File: src/lpmd_pkg.sv
`timescale 1ns / 1ps
// ----------------------------------------------------------------------------
// lpmd_pkg: shared types and constants of the length-prefixed message deframer
// Word formats, parser phases, result codes and the message type to class map.
// ----------------------------------------------------------------------------
package lpmd_pkg;

   // configuration port
   localparam int CSR_INDEX_W = 1;
   localparam int CSR_DATA_W  = 32;

   localparam logic [CSR_INDEX_W-1:0] CSR_MAX_BODY_LEN     = 1'd0;
   localparam logic [CSR_INDEX_W-1:0] CSR_EXPECTED_VERSION = 1'd1;

   localparam logic [31:0] MAX_BODY_LEN_RESET     = 32'(50 * 1024 * 1024);
   localparam logic [15:0] EXPECTED_VERSION_RESET = 16'd1;

   // framing
   localparam logic [31:0] HEADER_BYTES = 32'd8;

   // depth of the queue between front and back
   localparam int QUEUE_DEPTH_DEFAULT = 4;

   // result kinds
   localparam logic [1:0] KIND_HEADER  = 2'd0;
   localparam logic [1:0] KIND_PAYLOAD = 2'd1;
   localparam logic [1:0] KIND_ERROR   = 2'd2;

   // error codes
   localparam logic [1:0] ERR_NONE      = 2'd0;
   localparam logic [1:0] ERR_TOO_LONG  = 2'd1;
   localparam logic [1:0] ERR_TOO_SHORT = 2'd2;
   localparam logic [1:0] ERR_BAD_VER   = 2'd3;

   // message classes
   localparam logic [1:0] CLASS_CMD_RESP = 2'd0;
   localparam logic [1:0] CLASS_FRAME    = 2'd1;
   localparam logic [1:0] CLASS_EVENT    = 2'd2;
   localparam logic [1:0] CLASS_UNKNOWN  = 2'd3;

   // message type codes
   localparam logic [15:0] TYPE_CMD_RESP = 16'd2;
   localparam logic [15:0] TYPE_FRAME    = 16'd3;
   localparam logic [15:0] TYPE_EVENT    = 16'd4;

   // input word functions
   localparam logic FUNC_DATA  = 1'b0;
   localparam logic FUNC_CLEAR = 1'b1;

   typedef enum logic [2:0] {
      PH_LEN,
      PH_HDR,
      PH_PAYLOAD,
      PH_SKIP,
      PH_DROP
   } phase_type;

   typedef enum logic [1:0] {
      OP_HEADER,
      OP_PAYLOAD,
      OP_ERROR
   } op_type;

   typedef struct packed {
      logic       func;
      logic [7:0] data_byte;
   } req_type;

   typedef struct packed {
      logic [1:0]  kind;
      logic [1:0]  msg_class;
      logic [31:0] request_id;
      logic [31:0] payload_len;
      logic [7:0]  payload_byte;
      logic        last;
      logic [1:0]  error_code;
   } rsp_type;

   // work item handed from front to back
   typedef struct packed {
      op_type      op;
      logic [1:0]  msg_class;
      logic [31:0] request_id;
      logic [31:0] payload_len;
      logic [7:0]  payload_byte;
      logic        last;
      logic [1:0]  error_code;
   } desc_type;

   typedef struct packed {
      logic [31:0] max_body_len;
      logic [15:0] expected_version;
   } cfg_type;

   function automatic logic [1:0] class_of(input logic [15:0] msg_type);
      logic [1:0] cls;
      cls = CLASS_UNKNOWN;
      if (msg_type == TYPE_CMD_RESP) cls = CLASS_CMD_RESP;
      else if (msg_type == TYPE_FRAME) cls = CLASS_FRAME;
      else if (msg_type == TYPE_EVENT) cls = CLASS_EVENT;
      return cls;
   endfunction

endpackage

File: src/lpmd_front.sv
`timescale 1ns / 1ps
// ----------------------------------------------------------------------------
// lpmd_front: byte parser
// Tracks the framing phase, assembles length and header, classifies each byte.
// ----------------------------------------------------------------------------
module lpmd_front (
   input  logic               clock,
   input  logic               reset,
   input  logic               accept,
   input  lpmd_pkg::req_type  req,
   input  lpmd_pkg::cfg_type  cfg,
   output logic               push,
   output lpmd_pkg::desc_type desc
);

   lpmd_pkg::phase_type phase_ff, phase_in;
   logic [2:0]          cnt_ff, cnt_in;
   logic [63:0]         shift_ff, shift_in;
   logic [31:0]         plen_ff, plen_in;
   logic [31:0]         left_ff, left_in;
   logic [1:0]          cls_ff, cls_in;

   logic [31:0]         len_word;
   logic [63:0]         hdr_word;

   assign len_word = {shift_ff[23:0], req.data_byte};
   assign hdr_word = {shift_ff[55:0], req.data_byte};

   always_ff @(posedge clock) begin
      if (reset) begin
         phase_ff <= lpmd_pkg::PH_LEN;
         cnt_ff   <= '0;
         shift_ff <= '0;
         plen_ff  <= '0;
         left_ff  <= '0;
         cls_ff   <= '0;
      end else begin
         phase_ff <= phase_in;
         cnt_ff   <= cnt_in;
         shift_ff <= shift_in;
         plen_ff  <= plen_in;
         left_ff  <= left_in;
         cls_ff   <= cls_in;
      end
   end

   always_comb begin
      phase_in = phase_ff;
      cnt_in   = cnt_ff;
      shift_in = shift_ff;
      plen_in  = plen_ff;
      left_in  = left_ff;
      cls_in   = cls_ff;
      push     = 1'b0;
      desc     = '0;

      if (accept) begin
         if (req.func == lpmd_pkg::FUNC_CLEAR) begin
            phase_in = lpmd_pkg::PH_LEN;
            cnt_in   = '0;
            shift_in = '0;
            plen_in  = '0;
            left_in  = '0;
            cls_in   = '0;
         end else begin
            case (phase_ff)
               lpmd_pkg::PH_LEN: begin
                  shift_in = {32'd0, len_word};
                  cnt_in   = cnt_ff + 3'd1;
                  if (cnt_ff == 3'd3) begin
                     cnt_in   = '0;
                     shift_in = '0;
                     if (len_word > cfg.max_body_len) begin
                        phase_in        = lpmd_pkg::PH_DROP;
                        push            = 1'b1;
                        desc.op         = lpmd_pkg::OP_ERROR;
                        desc.last       = 1'b1;
                        desc.error_code = lpmd_pkg::ERR_TOO_LONG;
                     end else if (len_word < lpmd_pkg::HEADER_BYTES) begin
                        left_in         = len_word;
                        phase_in        = (len_word == '0) ? lpmd_pkg::PH_LEN
                                                           : lpmd_pkg::PH_SKIP;
                        push            = 1'b1;
                        desc.op         = lpmd_pkg::OP_ERROR;
                        desc.last       = 1'b1;
                        desc.error_code = lpmd_pkg::ERR_TOO_SHORT;
                     end else begin
                        plen_in  = len_word - lpmd_pkg::HEADER_BYTES;
                        left_in  = len_word - lpmd_pkg::HEADER_BYTES;
                        phase_in = lpmd_pkg::PH_HDR;
                     end
                  end
               end

               lpmd_pkg::PH_HDR: begin
                  shift_in = hdr_word;
                  cnt_in   = cnt_ff + 3'd1;
                  if (cnt_ff == 3'd7) begin
                     cnt_in          = '0;
                     push            = 1'b1;
                     desc.request_id = hdr_word[31:0];
                     if (hdr_word[47:32] != cfg.expected_version) begin
                        phase_in        = (left_ff == '0) ? lpmd_pkg::PH_LEN
                                                          : lpmd_pkg::PH_SKIP;
                        desc.op         = lpmd_pkg::OP_ERROR;
                        desc.last       = 1'b1;
                        desc.error_code = lpmd_pkg::ERR_BAD_VER;
                     end else begin
                        cls_in           = lpmd_pkg::class_of(hdr_word[63:48]);
                        phase_in         = (left_ff == '0) ? lpmd_pkg::PH_LEN
                                                           : lpmd_pkg::PH_PAYLOAD;
                        desc.op          = lpmd_pkg::OP_HEADER;
                        desc.msg_class   = lpmd_pkg::class_of(hdr_word[63:48]);
                        desc.payload_len = left_ff;
                        desc.last        = (left_ff == '0);
                     end
                  end
               end

               lpmd_pkg::PH_PAYLOAD: begin
                  left_in           = left_ff - 32'd1;
                  push              = 1'b1;
                  desc.op           = lpmd_pkg::OP_PAYLOAD;
                  desc.msg_class    = cls_ff;
                  desc.request_id   = shift_ff[31:0];
                  desc.payload_len  = plen_ff;
                  desc.payload_byte = req.data_byte;
                  desc.last         = (left_ff == 32'd1);
                  if (left_ff == 32'd1) begin
                     phase_in = lpmd_pkg::PH_LEN;
                     shift_in = '0;
                  end
               end

               lpmd_pkg::PH_SKIP: begin
                  if (left_ff != '0) left_in = left_ff - 32'd1;
                  if (left_ff <= 32'd1) begin
                     phase_in = lpmd_pkg::PH_LEN;
                     shift_in = '0;
                  end
               end

               default: begin
                  // dropping until the connection is cleared
               end
            endcase
         end
      end
   end

endmodule

File: src/lpmd_queue.sv
`timescale 1ns / 1ps
// ----------------------------------------------------------------------------
// lpmd_queue: small FIFO between parser and output stage
// Register-based, full flag from the registered fill count.
// ----------------------------------------------------------------------------
module lpmd_queue #(
   parameter int DEPTH = lpmd_pkg::QUEUE_DEPTH_DEFAULT
) (
   input  logic               clock,
   input  logic               reset,
   input  logic               push,
   input  lpmd_pkg::desc_type push_data,
   input  logic               pop,
   output logic               full,
   output logic               not_empty,
   output lpmd_pkg::desc_type head
);

   localparam int PTR_W = (DEPTH > 1) ? $clog2(DEPTH) : 1;
   localparam int CNT_W = $clog2(DEPTH + 1);

   lpmd_pkg::desc_type entry_ff [DEPTH];
   logic [PTR_W-1:0]   wr_ptr_ff, wr_ptr_in;
   logic [PTR_W-1:0]   rd_ptr_ff, rd_ptr_in;
   logic [CNT_W-1:0]   count_ff, count_in;
   logic               do_push, do_pop;

   assign full      = (count_ff == CNT_W'(DEPTH));
   assign not_empty = (count_ff != '0);
   assign head      = entry_ff[rd_ptr_ff];
   assign do_push   = push && !full;
   assign do_pop    = pop && not_empty;

   always_comb begin
      wr_ptr_in = wr_ptr_ff;
      rd_ptr_in = rd_ptr_ff;
      count_in  = count_ff;
      if (do_push) begin
         wr_ptr_in = (wr_ptr_ff == PTR_W'(DEPTH - 1)) ? '0 : wr_ptr_ff + PTR_W'(1);
      end
      if (do_pop) begin
         rd_ptr_in = (rd_ptr_ff == PTR_W'(DEPTH - 1)) ? '0 : rd_ptr_ff + PTR_W'(1);
      end
      if (do_push && !do_pop) count_in = count_ff + CNT_W'(1);
      else if (do_pop && !do_push) count_in = count_ff - CNT_W'(1);
   end

   always_ff @(posedge clock) begin
      if (reset) begin
         wr_ptr_ff <= '0;
         rd_ptr_ff <= '0;
         count_ff  <= '0;
      end else begin
         wr_ptr_ff <= wr_ptr_in;
         rd_ptr_ff <= rd_ptr_in;
         count_ff  <= count_in;
      end
   end

   always_ff @(posedge clock) begin
      if (do_push) entry_ff[wr_ptr_ff] <= push_data;
   end

endmodule

File: src/lpmd_back.sv
`timescale 1ns / 1ps
// ----------------------------------------------------------------------------
// lpmd_back: result formatter and output register
// Turns a queued work item into a result word and holds it while stalled.
// ----------------------------------------------------------------------------
module lpmd_back (
   input  logic               clock,
   input  logic               reset,
   input  logic               q_valid,
   input  lpmd_pkg::desc_type q_data,
   output logic               pop,
   output logic               rsp_valid,
   input  logic               rsp_stall,
   output lpmd_pkg::rsp_type  rsp_data
);

   logic              valid_ff, valid_in;
   lpmd_pkg::rsp_type data_ff, data_in;
   logic              load;

   assign load = !valid_ff || !rsp_stall;
   assign pop  = q_valid && load;

   always_comb begin
      valid_in = load ? q_valid : valid_ff;
      data_in  = '0;
      case (q_data.op)
         lpmd_pkg::OP_HEADER: begin
            data_in.kind        = lpmd_pkg::KIND_HEADER;
            data_in.msg_class   = q_data.msg_class;
            data_in.request_id  = q_data.request_id;
            data_in.payload_len = q_data.payload_len;
            data_in.last        = q_data.last;
         end
         lpmd_pkg::OP_PAYLOAD: begin
            data_in.kind         = lpmd_pkg::KIND_PAYLOAD;
            data_in.msg_class    = q_data.msg_class;
            data_in.request_id   = q_data.request_id;
            data_in.payload_len  = q_data.payload_len;
            data_in.payload_byte = q_data.payload_byte;
            data_in.last         = q_data.last;
         end
         lpmd_pkg::OP_ERROR: begin
            data_in.kind       = lpmd_pkg::KIND_ERROR;
            data_in.request_id = q_data.request_id;
            data_in.last       = q_data.last;
            data_in.error_code = q_data.error_code;
         end
         default: begin
            data_in = '0;
         end
      endcase
   end

   always_ff @(posedge clock) begin
      if (reset) valid_ff <= 1'b0;
      else       valid_ff <= valid_in;
   end

   always_ff @(posedge clock) begin
      if (pop) data_ff <= data_in;
   end

   assign rsp_valid = valid_ff;
   assign rsp_data  = data_ff;

endmodule

File: src/length_prefixed_message_deframer.sv
`timescale 1ns / 1ps
// A result word passes through the queue and then the output register before it
// can be taken. Throughput: one input word per cycle while req_stall is low.
// req_stall rises only when the parser-to-output queue is full.
// Reset (synchronous, active high) returns the parser to the length phase,
// empties the queue and loads max_body_len 52428800 and expected_version 1.
// ----------------------------------------------------------------------------
// length_prefixed_message_deframer: byte stream to message deframer
// Splits a stream of length-prefixed messages into header, payload and error
// result words.
// ----------------------------------------------------------------------------
module length_prefixed_message_deframer #(
   parameter int QUEUE_DEPTH = lpmd_pkg::QUEUE_DEPTH_DEFAULT
) (
   input  logic                                clock,
   input  logic                                reset,

   // input words: data bytes and connection-clear events
   input  logic                                req_valid,
   output logic                                req_stall,
   input  lpmd_pkg::req_type                   req_data,

   // result words
   output logic                                rsp_valid,
   input  logic                                rsp_stall,
   output lpmd_pkg::rsp_type                   rsp_data,

   // register writes
   input  logic                                csr_write_en,
   input  logic [lpmd_pkg::CSR_INDEX_W-1:0]    csr_index,
   input  logic [lpmd_pkg::CSR_DATA_W-1:0]     csr_wdata
);

   // Configuration registers. The user must make writes only while the block is idle;
   // the block does not enforce this, and the parser uses them directly.
   lpmd_pkg::cfg_type cfg_ff, cfg_in;

   always_comb begin
      cfg_in = cfg_ff;
      if (csr_write_en) begin
         case (csr_index)
            lpmd_pkg::CSR_MAX_BODY_LEN:     cfg_in.max_body_len     = csr_wdata;
            lpmd_pkg::CSR_EXPECTED_VERSION: cfg_in.expected_version = csr_wdata[15:0];
            default: begin
               cfg_in = cfg_ff;
            end
         endcase
      end
   end

   always_ff @(posedge clock) begin
      if (reset) begin
         cfg_ff.max_body_len     <= lpmd_pkg::MAX_BODY_LEN_RESET;
         cfg_ff.expected_version <= lpmd_pkg::EXPECTED_VERSION_RESET;
      end else begin
         cfg_ff <= cfg_in;
      end
   end

   // Front: parser. Each accepted word advances it, save data words in the drop
   // phase; at most one work item comes out per word.
   logic               accept;
   logic               q_full;
   logic               front_push;
   lpmd_pkg::desc_type front_desc;

   assign req_stall = q_full;
   assign accept    = req_valid && !req_stall;

   lpmd_front u_front (
      .clock (clock),
      .reset (reset),
      .accept(accept),
      .req   (req_data),
      .cfg   (cfg_ff),
      .push  (front_push),
      .desc  (front_desc)
   );

   // Queue: absorbs output back-pressure so the parser keeps taking bytes
   // until it fills.
   logic               q_not_empty;
   logic               back_pop;
   lpmd_pkg::desc_type q_head;

   lpmd_queue #(
      .DEPTH(QUEUE_DEPTH)
   ) u_queue (
      .clock    (clock),
      .reset    (reset),
      .push     (front_push),
      .push_data(front_desc),
      .pop      (back_pop),
      .full     (q_full),
      .not_empty(q_not_empty),
      .head     (q_head)
   );

   // Back: formats the item, zeroes unused fields, holds it in the output
   // register until taken.
   lpmd_back u_back (
      .clock    (clock),
      .reset    (reset),
      .q_valid  (q_not_empty),
      .q_data   (q_head),
      .pop      (back_pop),
      .rsp_valid(rsp_valid),
      .rsp_stall(rsp_stall),
      .rsp_data (rsp_data)
   );

endmodule
File: config.mk
export PLATFORM = sky130hd
export DESIGN_NAME = length_prefixed_message_deframer
export DESIGN_NICKNAME = d
export VERILOG_FILES = /design/src/lpmd_pkg.sv /design/src/lpmd_front.sv /design/src/lpmd_queue.sv /design/src/lpmd_back.sv /design/src/length_prefixed_message_deframer.sv
export SDC_FILE = /design/constraint.sdc
export NUM_CORES = 1
export LEC_CHECK = 0
export BUFFER_PORTS_ARGS = -buffer_cell sky130_fd_sc_hd__buf_2
export CORE_AREA = 2 2 194 196
export CTS_BUF_LIST = sky130_fd_sc_hd__clkbuf_4 sky130_fd_sc_hd__clkbuf_8
export CTS_CLUSTER_SIZE = 10
export DETAILED_ROUTE_END_ITERATION = 6
export DIE_AREA = 0 0 196 198
export MAX_ROUTING_LAYER = met4
export PLACE_DENSITY_LB_ADDON = 0.12
export SLEW_MARGIN = 20
export SYNTH_ARGS = -nofsm -noshare
export SYNTH_HDL_FRONTEND = slang
export SYNTH_SLANG_ARGS = --single-unit
export TNS_END_PERCENT = 1
File: constraint.sdc
create_clock -name clock -period 13.5 [get_ports clock]
set_clock_uncertainty 0.05 [all_clocks]
set_input_delay 2.7 -clock clock [delete_from_list [all_inputs] [get_ports clock]]
set_output_delay 2.7 -clock clock [all_outputs]
set_load 0.005 [all_outputs]
# After elaboration in Yosys (flattened, before gate mapping)

Memory sizes are Yosys's and may differ from the RTL's. A register that Yosys moved wholly into a read port is not among the register bits.
Index checks and enable logic that the tools add are counted.

Register bits: 263
Memory bits (writable): 316
Bits of input ports: 47
Output and inout bits: 81
Logic and storage cells: 166
Memories kept: 1

Memories:

| memory           | depth | width | rd ports | clocked after Yosys merged registers in | write ports | RTL line         | text |
|---|---|---|---|---|---|---|---|
| u_queue.entry_ff | 4     | 79    | 1        | 1                                       | 1           | lpmd_queue.sv:22 | `lpmd_pkg::desc_type entry_ff [DEPTH];` |

Add/sub/neg operators: 7
$lt $le $gt $ge: 3
Equality and inequality tests: 24
Muxes and demuxes: 75
Bitwise gates (word level): 1
Reductions and logical operators: 36

Operators with widths:

| operator                | count |
|---|---|
| $mux W32                | 12 |
| $pmux W56 S4            | 1 |
| $mux W56                | 3 |
| $mux W79                | 2 |
| $pmux W66 S2            | 1 |
| $pmux W32 S3            | 1 |
| $mux W68                | 1 |
| $logic_not A32 Y1       | 2 |
| $mux W3                 | 17 |
| $mux W2                 | 19 |
| $eq A16 B2 Y1 const B   | 2 |
| $eq A32 B1 Y1 const B   | 1 |
| $gt A32 B32 Y1          | 1 |
| $le A32 B1 Y1 const B   | 1 |
| $lt A32 B4 Y1 const B   | 1 |
| $reduce_bool A32 Y1     | 1 |
| $sub A32 B1 Y32 const B | 1 |
| $sub A32 B4 Y32 const B | 1 |
| $eq A16 B3 Y1 const B   | 1 |
| $ne A16 B16 Y1          | 1 |
| $ne A3 B2 Y1 const B    | 5 |
| $pmux W3 S4             | 1 |
| $mux W1                 | 10 |
| $reduce_and A5 Y1       | 2 |
| 30 further kinds        | 58 |

# Depth between registers and ports, before layout

Gate-level depths: netlist (run 1).

Word-level depth: 12
Depth in mapped cells: 14
Depth with buffers taken out: 14

# By module

Synthesis (run 1) repeated with hierarchy kept, for this count alone.

Cells, all modules: 2018
Area, all modules: 25592.0 sq um

Modules (own cells, without submodules):

| module                           | times used | cells an instance | area an instance (sq um) | sequential area each (sq um) |
|---|---|---|---|---|
| lpmd_queue                       | 1          | 463               | 11852.6                  | 9669.3 |
| lpmd_front                       | 1          | 1189              | 8718.4                   | 2562.5 |
| lpmd_back                        | 1          | 171               | 2956.6                   | 2392.3 |
| length_prefixed_message_deframer | 1          | 195               | 2064.5                   | 960.9 |

# Worst setup path before layout (run 1)

OpenSTA, ideal clock, no wires.

Kind: input port to flip-flop
Start: input port req_data[6] in the netlist's numbering
End: memory u_queue.entry_ff[0][0] in the netlist's numbering (enable)
Arrival: 6.342 ns
Required time: 13.004 ns
Path slack: 6.662 ns
Cell stages on the path: 9
Cell sequence: clkbuf_1 > nor4_1 > and3_1 > and4_1 > clkbuf_1 > buf_2 > nor4_1 > nor2_1 > and2_1

Longest elaborated chain between the ends: 10
Elaborated cells on any way between the ends: 11
Those cells by class: 2 x order compare; 8 x mux; 1 x reduce/logical

Ends and longest elaborated chain:

| item                            | RTL line                               | text |
|---|---|---|
| start: declaration              | length_prefixed_message_deframer.sv:21 | `input lpmd_pkg::req_type req_data,` |
| $lt A32 B4 Y1                   | lpmd_front.sv:79                       | `end else if (len_word < lpmd_pkg::HEADER_BYTES) begin` |
| $mux W1                         | lpmd_front.sv:79                       |  |
| $mux W1 *                       | lpmd_front.sv:73                       | `if (len_word > cfg.max_body_len) begin` |
| $mux W1 *                       | lpmd_front.sv:70                       | `if (cnt_ff == 3'd3) begin` |
| $pmux W1 S3 *                   | lpmd_front.sv:66                       | `case (phase_ff)` |
| $mux W1 *                       | lpmd_front.sv:58                       | `if (req.func == lpmd_pkg::FUNC_CLEAR) begin` |
| $mux W1 *                       | lpmd_front.sv:57                       | `if (accept) begin` |
| $logic_and A1 B1 Y1 *           | lpmd_queue.sv:31                       | `assign do_push = push && !full;` |
| named net u_queue.do_push       | lpmd_queue.sv:26                       | `logic do_push, do_pop;` |
| $mux W1 *                       | lpmd_queue.sv:61                       | `if (do_push) entry_ff[wr_ptr_ff] <= push_data;` |
| $mux W1 (implied by the code) * | lpmd_queue.sv:61                       |  |
| end: declaration                | lpmd_queue.sv:22                       |  |

The timed path passes the listed nets; every way through them passes the cells marked *.

# Worst setup path in the final report (run 1)

Start: input port req_data[6] in the netlist's numbering
End: memory u_queue.entry_ff[1][38] in the netlist's numbering (enable)

The elaborated chain is that of the path after synthesis.

==> impl_summary.md, run 1 <==
CTS
The tree is rooted in a sky130_fd_sc_hd__clkbuf_8. The H-tree was split into 3 levels. After clock tree synthesis, the flow added hold-fix buffers numbering 0.

In this run, CTS created clock tree buffers numbering 90. The clock sink count is 581. The number of gates given a new drive strength after cts is 0. At the later pin of the worst-skew pair, clock insertion delay measures 0.67 ns. The clock passes through at most 3 buffers. The clock transition at the register clock pins on the worst setup and hold paths after CTS is 0.06 ns. TritonCTS built the clock tree. Post-CTS timing repair inserted 0 buffers for setup.

Synthesis
The number of enable flip-flop cells after synthesis is 395. The count of warnings emitted by yosys is 0. The most common flop cell mapped by yosys is sky130_fd_sc_hd__edfxtp_1. For this run, asynchronously set or reset flops after synthesis account for 0. The mapped netlist covers 24700 sq um. The post-synthesis instance total is 1941.

Synthesis produced a netlist with a net count of 2034. After synthesis, the mean cell area works out to 12.7 sq um. The portion of the post-synthesis area used by sequential elements is 0.631. Counting flops and latches in the post-synthesis netlist gives 581.

The number of distinct library cells after synthesis is 76.

GRT
The first-pass GRT wire length is 89900 microns. The initial antenna violation count is 1. For this run, the total global-route usage over all layers was measured as 0.315.

The global route total overflow is 0. Entering global routing, the biggest net connects 110 pins. The number of global-route vias before repair came to 15800.

Worst setup path
The critical register-to-register path startpoint is u_front.shift_ff[19]. Data arrives at the worst endpoint at 6.38 ns. The required time of the worst setup path is 13.72 ns. In this design, the stage delay of the slowest critical-path cell is 0.78 ns. The setup check on the worst reg-to-reg path leaves a slack of 8.77 ns. The classification of the worst setup path is in2reg. Among the stages of the critical path, the cell type that occurs most often is sky130_fd_sc_hd__nor4_1. Walking the worst path, the cells encountered are buf_2 > nor4_1 > and3_1 > and4_1 > nor4_1 > nor2_1 > and2_4 > buf_4.

STA classifies the critical path startpoint as an input port. The capturing point of the worst reg2reg path is u_queue.entry_ff[1][38]. Counting cells, the worst reg-to-reg path comes to 9. The maximum fanout encountered on the critical timing path is 63. The kind of end point of the critical path is a register. On the critical path, the stage with the largest delay is an instance of sky130_fd_sc_hd__buf_4.

Routing
The total via count after detailed routing is 16500. The routed design has 58600 microns of wire. The number of DRC violations after detailed-routing iteration 0 is 2024. In this run the remaining antenna-violating nets after routing total 0. After detailed routing, the number of vias per cell comes to 6.38.

The iteration count of the initial detailed-routing pass is 7. In the detailed route, the total length drawn on met3 is 5320 microns. After detailed routing, the average wire length per cell comes to 22.6 microns.

The sum of routed wire segments on met1 is 24500 microns. The count of unresolved DRC violations after routing is 0. Routed signal wires occupy layers up through met4. The routed design uses 26600 microns of met2 wire.

Outcome
The flow ran to the end, and the final reports show no timing, DRC or antenna violations.

Power
The analysis attributes to cell leakage a power of 9.47 nW. The maximum ir drop on the vdd rail is 0.264 mV. The power consumption is 4.49 mW. For this design the ratio of total power to cell area is 163 nW/um^2.

Cells and area
Once layout is done, the placed cells without fillers occupy 27500 sq um. The fraction of layout cells with a size suffix above 1 is 0.198. The non-filler instance count after layout is 2594.

After the last flow step, the layout net total stands at 2136. Measured on the finished design, the core utilization comes to 0.744. From synthesis to final layout, the design area changed by 11.4%.

STA
At the pin with the least slew margin, the transition time is 1.04 ns. Headroom to the max-slew limit came out at 0.307. Setup violations remaining at the end of the flow were counted as 0.

The top achievable clock speed is 162 MHz. Setup repair after global routing left no endpoint under its margin. The number of pins with negative max-slew slack in the final report is 0. The number of hold violations in the final report was 0. The worst slack on hold paths is 0.405 ns. In the final timing run, aggregate negative setup slack is 0 ns. In the finished design, the share of the clock period the worst path needs comes to 0.457. The smallest clock period supported by the final layout is computed as 6.16 ns. Setup slack closes at 7.34 ns.

Placed design
The weighted congestion reported at the end of routability-driven placement is 0.922. Once placement completed, the tool counted placed cells totaling 2425. The placement-stage worst setup slack is 6.88 ns. The number of buffers inserted by port buffering is 127. The HPWL after detailed placement is 37500 microns. The placed instances occupy a cell area of 25600 sq um.

Floorplanning
The floorplan die width is 196 microns. The total die area is 38800 sq um. 128 I/O pins were placed. From bottom edge to top edge, the die measures 198 microns. The number of cell rows is 71. The core region is 37000 sq um. The effective utilization at floorplan is 0.668.

Worst hold path
The startpoint of the lowest-slack hold path is u_front.shift_ff[53]. The class of the worst hold path is reg2reg. The number of stages on the worst hold path is 2.

For hold timing, the worst endpoint is u_front.shift_ff[53].

Flow run
Across the run, the number of max-cap violations was 0.
-- sequential cells by signal (all words and copies together), names as in the netlist, 32 cells and up, named ones only --
register,flops
u_front.left_ff,32
u_back.rsp_data,79
u_front.plen_ff,32
cfg_ff,48
u_front.shift_ff,56
u_queue.entry_ff,316
-- critical path: cells and delay by family --
family	cells	cell delay (ns)
buffers and inverters	2	0.95
and+or+nand+nor	6	2.60
-- report_power, final --
part | leakage, nW | switching [mW] | internal (mW)
Combinational | 3.30 | 0.436 | 0.366
Sequential | 5.15 | 0.0754 | 2.09
Clock | 1.01 | 0.668 | 0.848
-- worst max path at each step --
stage,from,endpoint
after floorplan,req_data[6],u_queue.entry_ff[0][0]
after global placement,req_data[0],u_queue.entry_ff[0][32]
after detailed placement,req_data[0],u_queue.entry_ff[0][35]
after CTS,req_data[6],u_queue.entry_ff[1][30]
after global routing,req_data[6],u_queue.entry_ff[3][29]
final,req_data[6],u_queue.entry_ff[1][38]
-- cell families after synthesis --
| group | Yosys count | synth area share |
|---|---|---|
| simple gates | 614 | 0.122 |
| xor+xnor | 58 | 0.0206 |
| mux | 81 | 0.0729 |
| buf+inv | 191 | 0.0309 |
| fa+ha+maj | 46 | 0.0236 |
| compound gates | 370 | 0.0995 |
| flops | 581 | 0.631 |
-- synth_stat cells, types with 3 or more instances --
master                      count  area [sq um]
sky130_fd_sc_hd__xor2_1        30           263
sky130_fd_sc_hd__nor4_1        25           156
sky130_fd_sc_hd__a22oi_1       66           495
sky130_fd_sc_hd__nand3b_1       3          22.5
sky130_fd_sc_hd__a32o_1         4          40.0
sky130_fd_sc_hd__nand3_1       78           390
sky130_fd_sc_hd__o22ai_1       12          75.1
sky130_fd_sc_hd__buf_1         16          60.1
sky130_fd_sc_hd__o32ai_1        6          52.6
sky130_fd_sc_hd__a31o_2         3          26.3
sky130_fd_sc_hd__o41ai_1        4          35.0
sky130_fd_sc_hd__o31ai_1        9          67.6
sky130_fd_sc_hd__o211a_1        3          30.0
sky130_fd_sc_hd__or4_1         11          82.6
sky130_fd_sc_hd__a21o_1         7          52.6
sky130_fd_sc_hd__mux4_2        79          1780
sky130_fd_sc_hd__and2_1        15          93.8
sky130_fd_sc_hd__nor2b_1       81           507
sky130_fd_sc_hd__o21ai_0       28           140
sky130_fd_sc_hd__edfxtp_1     395         11900
sky130_fd_sc_hd__o211ai_1       8          60.1
sky130_fd_sc_hd__nor3_1        33           165
sky130_fd_sc_hd__or3_1         11          68.8
sky130_fd_sc_hd__a22o_1        26           228
sky130_fd_sc_hd__nand2b_1       7          43.8
sky130_fd_sc_hd__a21oi_1      142           711
sky130_fd_sc_hd__buf_2         15          75.1
sky130_fd_sc_hd__clkbuf_1     100           375
sky130_fd_sc_hd__a211oi_1       3          22.5
sky130_fd_sc_hd__a31oi_1        5          31.3
sky130_fd_sc_hd__o21a_1         4          30.0
sky130_fd_sc_hd__xnor2_1       28           245
sky130_fd_sc_hd__and3_1        10          62.6
sky130_fd_sc_hd__nand2_1      195           732
sky130_fd_sc_hd__buf_4          4          30.0
sky130_fd_sc_hd__o2bb2ai_1     21           184
sky130_fd_sc_hd__inv_1         52           195
sky130_fd_sc_hd__ha_1          45           563
sky130_fd_sc_hd__dfxtp_1      186          3720
sky130_fd_sc_hd__nor2_1       116           435
sky130_fd_sc_hd__nand4_1       13          81.3
-- final cells by class --
class | count | area, sq um
Fill cell | 2428 | 9450
Multi-Input combinational cell | 1169 | 8420
Sequential cell | 581 | 15600
Clock buffer | 145 | 1720
Timing Repair Buffer | 148 | 800
Clock inverter | 23 | 176
Antenna cell | 1 | 2.50
Inverter | 53 | 200
Tap cell | 474 | 593
-- placed cells by master, fill, tap and decap left out, types with 66 or more instances in the layout --
master | Yosys | layout
sky130_fd_sc_hd__edfxtp_1 | 395 | 395
sky130_fd_sc_hd__nand2_1 | 195 | 194
sky130_fd_sc_hd__dfxtp_1 | 186 | 184
sky130_fd_sc_hd__a21oi_1 | 142 | 141
sky130_fd_sc_hd__buf_2 | 15 | 126
sky130_fd_sc_hd__nor2_1 | 116 | 113
sky130_fd_sc_hd__clkbuf_8 | 0 | 101
sky130_fd_sc_hd__nor2b_1 | 81 | 80
sky130_fd_sc_hd__mux4_2 | 79 | 79
sky130_fd_sc_hd__nand3_1 | 78 | 77
sky130_fd_sc_hd__a22oi_1 | 66 | 66
-- metal layers --
layer  global-route usage  up-vias
met5                    -        -
met4                0.132        0
met3               0.0683      131
met2                0.465      854
met1                0.430     8078
li1                     -     7478
No activity file was read; power rests on OpenSTA's default activity.
==> inputs of run 2 (changes only) <==
--- a/config.mk
+++ b/config.mk
@@ -6,11 +6,11 @@
 export NUM_CORES = 1
 export LEC_CHECK = 0
 export BUFFER_PORTS_ARGS = -buffer_cell sky130_fd_sc_hd__buf_2
-export CORE_AREA = 2 2 194 196
+export CORE_AREA = 2 2 201 203
 export CTS_BUF_LIST = sky130_fd_sc_hd__clkbuf_4 sky130_fd_sc_hd__clkbuf_8
 export CTS_CLUSTER_SIZE = 10
 export DETAILED_ROUTE_END_ITERATION = 6
-export DIE_AREA = 0 0 196 198
+export DIE_AREA = 0 0 203 205
 export MAX_ROUTING_LAYER = met4
 export PLACE_DENSITY_LB_ADDON = 0.12
 export SLEW_MARGIN = 20
==> constraint.sdc (replaced) <==
create_clock -name clock -period 5.85 [get_ports clock]
set_clock_uncertainty 0.05 [all_clocks]
set_input_delay 1.17 -clock clock [delete_from_list [all_inputs] [get_ports clock]]
set_output_delay 1.17 -clock clock [all_outputs]
set_load 0.005 [all_outputs]
==> impl_summary.md, run 2 (synthesis gave the netlist of run 1 again) <==
CTS
The clock transition at the register clock pins on the worst setup and hold paths after CTS came to 0.06 ns (about the same). The number of gates given a new drive strength after cts is 0 (unchanged). The clock insertion delay at the later pin of the skew report is 0.66 ns (about the same). The clock sink count is 581 (unchanged). The post-CTS repair timing setup buffer count is 0 (unchanged). The total of hold buffers inserted after clock tree synthesis is 0 (unchanged). The number of buffers created by CTS is 91 (+1.1%).

The number of buffers on the longest clock path came to 3 (unchanged). Clock tree synthesis selected as its root buffer the cell sky130_fd_sc_hd__clkbuf_8. The number of levels in the clock H-tree came to 3 (unchanged).

The TritonCTS clock tree is yes.

GRT
The global route total overflow was 0 (unchanged). The all-layer global routing usage is 0.299 (-0.0160). The initial antenna violation count is 0 (-1). The largest net degree at the start of global routing came to 106 (-3.6%). The number of global-route vias before repair came to 16100 (+1.7%). The first-pass GRT wire length is 91900 microns (+2.2%).

Floorplanning
The number of cell rows is 73 (+2.8%). The die outline height is 205 microns (+3.5%). The top-level I/O count is 128 (unchanged). The total die area is 41600 sq um (+7.2%). The floorplan die width was 203 microns (+3.6%).

The area inside the core boundary is 39400 sq um (+6.5%). The effective utilization at floorplan is 0.627 (-0.0409).

Routing
The total via count after detailed routing is 16700 (+1.1%). The wire length per cell was 22.4 microns (-0.67%). The count of unresolved DRC violations after routing is 0 (unchanged).

The remaining antenna violation count after routing is 0 (unchanged). The routed wire length is 59500 microns (+1.6%). The number of vias per cell after detailed routing was 6.30 (-1.2%). The iteration count of the initial detailed-routing pass was 6 (-1). The number of DRC violations after detailed-routing iteration 0 is 1622 (-20%).

Placed design
The number of buffers inserted by port buffering is 127 (unchanged). The placed wire-length estimate is 38800 microns (+3.6%). The cell area after placement came to 25800 sq um (+0.63%).

The weighted congestion reported at the end of routability-driven placement is 0.934 (+1.3%). The placement-stage worst setup slack is 1.08 ns (-5.79 ns). The cell count after placement is 2482 (+2.4%).

Cells and area
The non-filler instance count after layout came to 2654 (+2.3%). Relative to the synthesized area, the layout overhead comes to 12.2%. The final non-filler cell area is 27700 sq um (+0.74%). The final layout net count came to 2144 (+0.37%).

The fraction of layout cells with a size suffix above 1 is 0.202 (+0.00377). The number of filler cells placed in the layout came to 2750 (+13%). The most common cell after layout, fill and taps aside is sky130_fd_sc_hd__edfxtp_1.

The final core utilization is 0.704 (-0.0404). The count of inserted antenna diode cells is 0 (-1). The total area of multi-input combinational cells is 8420 sq um (about the same). The top cell types in the final layout, fill and taps aside, are 395 x sky130_fd_sc_hd__edfxtp_1, 194 x sky130_fd_sc_hd__nand2_1, 184 x sky130_fd_sc_hd__dfxtp_1. The sequential standard cell area was 15600 sq um (unchanged).

u_queue.entry_ff holds more flip-flops than any other register. The number of flip-flops under the largest register name is 316 (unchanged).

STA
The slew at the pin with the worst max-slew slack is 1.02 ns (-0.0197 ns). The final setup slack of the worst path came to 1.60 ns (-5.73 ns). The fraction of the cycle the final worst path needs is 0.726. Setup repair after global routing left no endpoint under its margin. The final setup violation count is 0 (unchanged).

The sum of negative setup slack is 0 ns (unchanged). The number of pins with negative max-slew slack in the final report is 0 (unchanged). The normalized max-slew margin is 0.320 (+0.0132).

The top achievable clock speed is 236 MHz. The clock period minus final worst setup slack is 4.25 ns. The number of hold violations in the final report is 0 (unchanged). The worst slack on hold paths is 0.404 ns (-0.000914 ns).

Worst hold path
The number of stages on the worst hold path is 2 (unchanged). The worst hold path begins at u_front.shift_ff[51]. The path with the worst hold slack has its endpoint at u_front.shift_ff[51]. The class of the worst hold path is reg2reg.

Power
The power consumption was 10.2 mW (+130%). The power density over the cells is 369 nW/um^2 (+130%). The cell leakage power is 9.39 nW (-0.83%). The maximum ir drop on the vdd rail is 0.515 mV (+95%).

Worst setup path
In this run the critical register-to-register path is launched from u_front.shift_ff[19]. The critical path in this run is classified as reg2reg. The reg-to-reg setup timing slack is 1.60 ns (-7.17 ns). The data arrival time at the worst-slack endpoint is 4.77 ns (-1.61 ns). STA classifies the critical path startpoint as a register. STA classifies the critical path endpoint as a register. The number of cells traversed by the worst register-to-register path is 13 (+4). The maximum fanout encountered on the critical timing path is 8 (-87%). The required time of the worst setup path was 6.38 ns (-7.34 ns).

The capturing point of the worst reg2reg path is u_queue.count_ff[2].

Outcome
The run finished with clean final reports.

Flow run
The number of max-cap violations is 0 (unchanged).
==> run 2: cell count changes in the layout (fill, tap and decap cells not counted), sizes merged <==
| cell | delta |
|---|---|
| clkinv | +11 |
| clkbuf | -8 |
| buf | +7 |
| diode | -1 |
==> run 2: worst max-delay path by stage <==
stage	from	to	slack, ns	cells past startpoint
finish	u_front.shift_ff[19]	u_queue.count_ff[2]	1.60	13
global route	u_front.shift_ff[19]	u_queue.count_ff[2]	1.42	13
CTS	u_front.shift_ff[19]	u_queue.count_ff[2]	1.71	13
detailed placement	req_data[0]	u_queue.count_ff[2]	1.08	15
global placement	req_data[0]	u_queue.count_ff[2]	1.21	15
floorplan	req_data[6]	u_queue.entry_ff[0][0]	0.54	9
==> run 2: routing by layer <==
layer | vias up | wire length [microns] | GRT usage
li1 | 7490 | - | -
met1 | 8335 | 25400 | 0.420
met4 | 0 | 1830 | 0.108
met5 | - | 0 | -
met2 | 785 | 27300 | 0.440
met3 | 110 | 4930 | 0.0574
==> run 2: report_power, final <==
part	leakage (nW)	internal (mW)	total [mW]	switching, mW
clock network	1.03	1.96	3.52	1.56
registers	5.02	4.81	5.01	0.198
logic	3.33	0.756	1.70	0.945
==> run 2: worst max-delay path, cell delays in order (launching register included) <==
cell and delay, ns:
sky130_fd_sc_hd__dfxtp_1 0.45, sky130_fd_sc_hd__ha_1 0.38, sky130_fd_sc_hd__nand4_1 0.19, sky130_fd_sc_hd__nor4_1 0.77, sky130_fd_sc_hd__nor2b_1 0.25, sky130_fd_sc_hd__o31a_1 0.23, sky130_fd_sc_hd__nor4_1 0.08, sky130_fd_sc_hd__nor2_1 0.37
sky130_fd_sc_hd__ha_1 0.26, sky130_fd_sc_hd__inv_1 0.07, sky130_fd_sc_hd__fa_1 0.43, sky130_fd_sc_hd__xor2_1 0.18, sky130_fd_sc_hd__or3_1 0.30, sky130_fd_sc_hd__a21oi_1 0.14
==> run 2: cell type report <==
type,instances,area share
Multi-Input combinational cell,1169,0.304
Timing Repair Buffer,155,0.0330
Clock inverter,34,0.00817
Inverter,53,0.00723
Sequential cell,581,0.563
Clock buffer,137,0.0613
Tap cell,525,0.0237
==> inputs of run 3 (changes only) <==
--- a/config.mk
+++ b/config.mk
@@ -6,11 +6,11 @@
 export NUM_CORES = 1
 export LEC_CHECK = 0
 export BUFFER_PORTS_ARGS = -buffer_cell sky130_fd_sc_hd__buf_2
-export CORE_AREA = 2 2 201 203
+export CORE_AREA = 2 2 212 214
 export CTS_BUF_LIST = sky130_fd_sc_hd__clkbuf_4 sky130_fd_sc_hd__clkbuf_8
 export CTS_CLUSTER_SIZE = 10
 export DETAILED_ROUTE_END_ITERATION = 6
-export DIE_AREA = 0 0 203 205
+export DIE_AREA = 0 0 214 216
 export MAX_ROUTING_LAYER = met4
 export PLACE_DENSITY_LB_ADDON = 0.12
 export SLEW_MARGIN = 20
==> constraint.sdc (replaced) <==
create_clock -name clock -period 3.9 [get_ports clock]
set_clock_uncertainty 0.05 [all_clocks]
set_input_delay 0.78 -clock clock [delete_from_list [all_inputs] [get_ports clock]]
set_output_delay 0.78 -clock clock [all_outputs]
set_load 0.005 [all_outputs]
==> impl_summary.md, run 3 (synthesis gave the netlist of run 1 again) <==
Floorplanning
The number of cell rows is 77 (+5.5%). The floorplan die width is 214 microns (+5.4%). The area inside the core boundary is 43800 sq um (+11%). The top-level I/O count is 128 (unchanged). The effective utilization at floorplan is 0.563 (-0.0640). The die outline height was 216 microns (+5.4%). The total die area is 46200 sq um (+11%).

Worst setup path
The capturing point of the worst reg2reg path is u_queue.count_ff[2]. The classification of the worst setup path is reg2reg. The critical register-to-register path startpoint is cfg_ff[47]. The required time of the worst setup path is 4.46 ns (-1.92 ns). The worst setup path endpoint is u_queue.count_ff[2]. The launch point of the critical path is cfg_ff[47].

The maximum fanout encountered on the critical timing path came to 4 (-4). The data arrival time at the worst-slack endpoint is 4.18 ns (-0.59 ns). The worst setup path is launched from a register. STA classifies the critical path endpoint as a register. The number of cells traversed by the worst register-to-register path is 15 (+2).

The reg-to-reg setup timing slack came to 0.28 ns (-1.32 ns).

Cells and area
In the layout the commonest cells are 395 x sky130_fd_sc_hd__edfxtp_1, 194 x sky130_fd_sc_hd__nand2_1, 184 x sky130_fd_sc_hd__dfxtp_1. The fraction of layout cells with a size suffix above 1 is 0.222 (+0.0200). The signed area change from the synthesized netlist to the final layout is 14.9%. The non-filler instance count after layout is 2786 (+5.0%).

The final core utilization came to 0.647 (-0.0565). The count of inserted antenna diode cells was 0 (unchanged). The final non-filler cell area is 28400 sq um (+2.4%). The number of filler cells placed in the layout is 3337 (+21%). The final layout net count is 2209 (+3.0%). The number of flip-flops under the largest register name is 316 (unchanged). The most flop-heavy register is u_queue.entry_ff.

The most common cell after layout, fill and taps aside is sky130_fd_sc_hd__edfxtp_1.

Power
The power density over the cells is 550 nW/um^2 (+49%). The maximum ir drop on the vdd rail is 0.330 mV (-36%). The cell leakage power is 9.91 nW (+5.6%).

STA
The number of pins with negative max-slew slack in the final report is 0 (unchanged). The normalized max-slew margin was 0.445 (+0.125). Setup repair after global routing left no endpoint under its margin. The number of hold violations in the final report is 0 (unchanged). The top achievable clock speed is 276 MHz (+17%). The slew at the pin with the worst max-slew slack is 0.831 ns (-0.188 ns).

The clock period minus final worst setup slack was 3.62 ns (-0.629 ns). The worst slack on hold paths is 0.285 ns (-0.118 ns). The fraction of the cycle the final worst path needs came to 0.927 (+0.202).

The final setup violation count is 0 (unchanged). The final setup slack of the worst path is 0.283 ns (-1.32 ns).

CTS
The post-CTS repair timing setup buffer count came to 0 (unchanged). The total of hold buffers inserted after clock tree synthesis is 0 (unchanged). The clock sink count is 581 (unchanged). The number of buffers created by CTS is 91 (unchanged). TritonCTS built the clock tree. The number of levels in the clock H-tree is 3 (unchanged). The clock insertion delay at the later pin of the skew report was 0.69 ns (+0.03 ns). The master cell of the clock root buffer is sky130_fd_sc_hd__clkbuf_8. The clock transition at the register clock pins on the worst setup and hold paths after CTS is 0.06 ns (about the same). The number of gates given a new drive strength after cts was 0 (unchanged). The number of buffers on the longest clock path is 3 (unchanged).

GRT
The first-pass GRT wire length is 92900 microns (+1.1%). The all-layer global routing usage came to 0.269 (-0.0306). The met1 usage in global routing is 0.372 (-0.0486). The initial antenna violation count is 0 (unchanged).

The met2 usage is 0.399 (-0.0413). The largest net degree at the start of global routing is 73 (-31%). The global route total overflow came to 0 (unchanged). The number of global-route vias before repair is 16200 (+0.97%). The met3 demand-to-capacity share in global routing is 0.0481 (-0.00937). The layer flagged by global routing as most heavily used is met2.

Outcome
The flow ran to the end, and the final reports show no timing, DRC or antenna violations.

Routing
The wire length per cell is 21.6 microns (-3.6%). The routed wire length is 60200 microns (+1.2%). The iteration count of the initial detailed-routing pass is 7 (+1). The number of DRC violations after detailed-routing iteration 0 is 1598 (-1.5%).

The number of vias per cell after detailed routing came to 5.97 (-5.3%). The count of unresolved DRC violations after routing is 0 (unchanged). The total via count after detailed routing is 16600 (-0.59%). The remaining antenna violation count after routing came to 0 (unchanged).

Placed design
The cell area after placement is 26500 sq um (+2.8%). The weighted congestion reported at the end of routability-driven placement was 0.961 (+2.9%). The placement-stage worst setup slack is 0.00159 ns (-1.08 ns). The placed wire-length estimate is 40100 microns (+3.4%). The cell count after placement is 2615 (+5.4%). The number of buffers inserted by port buffering is 127 (unchanged).

Worst hold path
The class of the worst hold path is in2reg.

Flow run
The number of max-cap violations is 0 (unchanged).
## run 3: cell types whose count changed in the layout (fill, tap and decap cells not counted), sizes merged
cell and change:
inv +1, clkbuf -3, clkinv +3, clkinvlp -1, buf +65
## run 3: worst min path at each step
stage                               startpoint              endpoint  depth (start not counted)
after global routing             csr_wdata[17]            cfg_ff[33]                          3
after floorplan           u_front.shift_ff[54]  u_front.shift_ff[54]                          2
after detailed placement   u_front.plen_ff[22]   u_front.plen_ff[22]                          1
final                            csr_wdata[25]            cfg_ff[41]                          3
after global placement    u_front.shift_ff[50]  u_front.shift_ff[50]                          2
after CTS                        csr_wdata[17]            cfg_ff[33]                          3
## run 3: routing by layer
| layer | share of wire | vias up |
|---|---|---|
| li1 | - | 7628 |
| met1 | 0.45 | 8225 |
| met2 | 0.45 | 633 |
| met3 | 0.069 | 136 |
| met4 | 0.032 | 0 |
| met5 | 0 | - |
## run 3: critical path: stages, from the launching register on
cell,delay (ns)
sky130_fd_sc_hd__dfxtp_1,0.33
sky130_fd_sc_hd__inv_1,0.05
sky130_fd_sc_hd__ha_1,0.29
sky130_fd_sc_hd__nand4_1,0.20
sky130_fd_sc_hd__nor4_1,0.46
sky130_fd_sc_hd__buf_4,0.21
sky130_fd_sc_hd__nor2b_1,0.16
sky130_fd_sc_hd__o31a_1,0.18
sky130_fd_sc_hd__nor4_1,0.07
sky130_fd_sc_hd__nor2_1,0.22
sky130_fd_sc_hd__ha_1,0.20
sky130_fd_sc_hd__inv_1,0.07
sky130_fd_sc_hd__fa_1,0.43
sky130_fd_sc_hd__xor2_1,0.17
sky130_fd_sc_hd__or3_1,0.31
sky130_fd_sc_hd__a21oi_1,0.14
## run 3: stage by stage
step / setup TNS (ns) / total power [mW]
floorplan: -48.92 / 9.20
global placement: -0.0124 / 10.5
detailed placement: 0 / 10.6
CTS: 0 / 15.8
global route: 0 / 16.3
finish: 0 / 15.6
## run 3: report_power, final
part	switching, mW	total [mW]	internal, mW
logic	1.55	2.93	1.38
clock network	2.36	5.20	2.84
registers	0.239	7.48	7.24
total	4.16	15.6	11.5
## run 3: layout make-up
type / count / area (sq um) / share of cell area
Timing Repair Buffer: 220 / 1550 / 0.0546
Sequential cell: 581 / 15600 / 0.550
Clock buffer: 134 / 1630 / 0.0575
Tap cell: 592 / 741 / 0.0261
Inverter: 53 / 200 / 0.00706
Multi-Input combinational cell: 1169 / 8410 / 0.296
Clock inverter: 37 / 254 / 0.00895
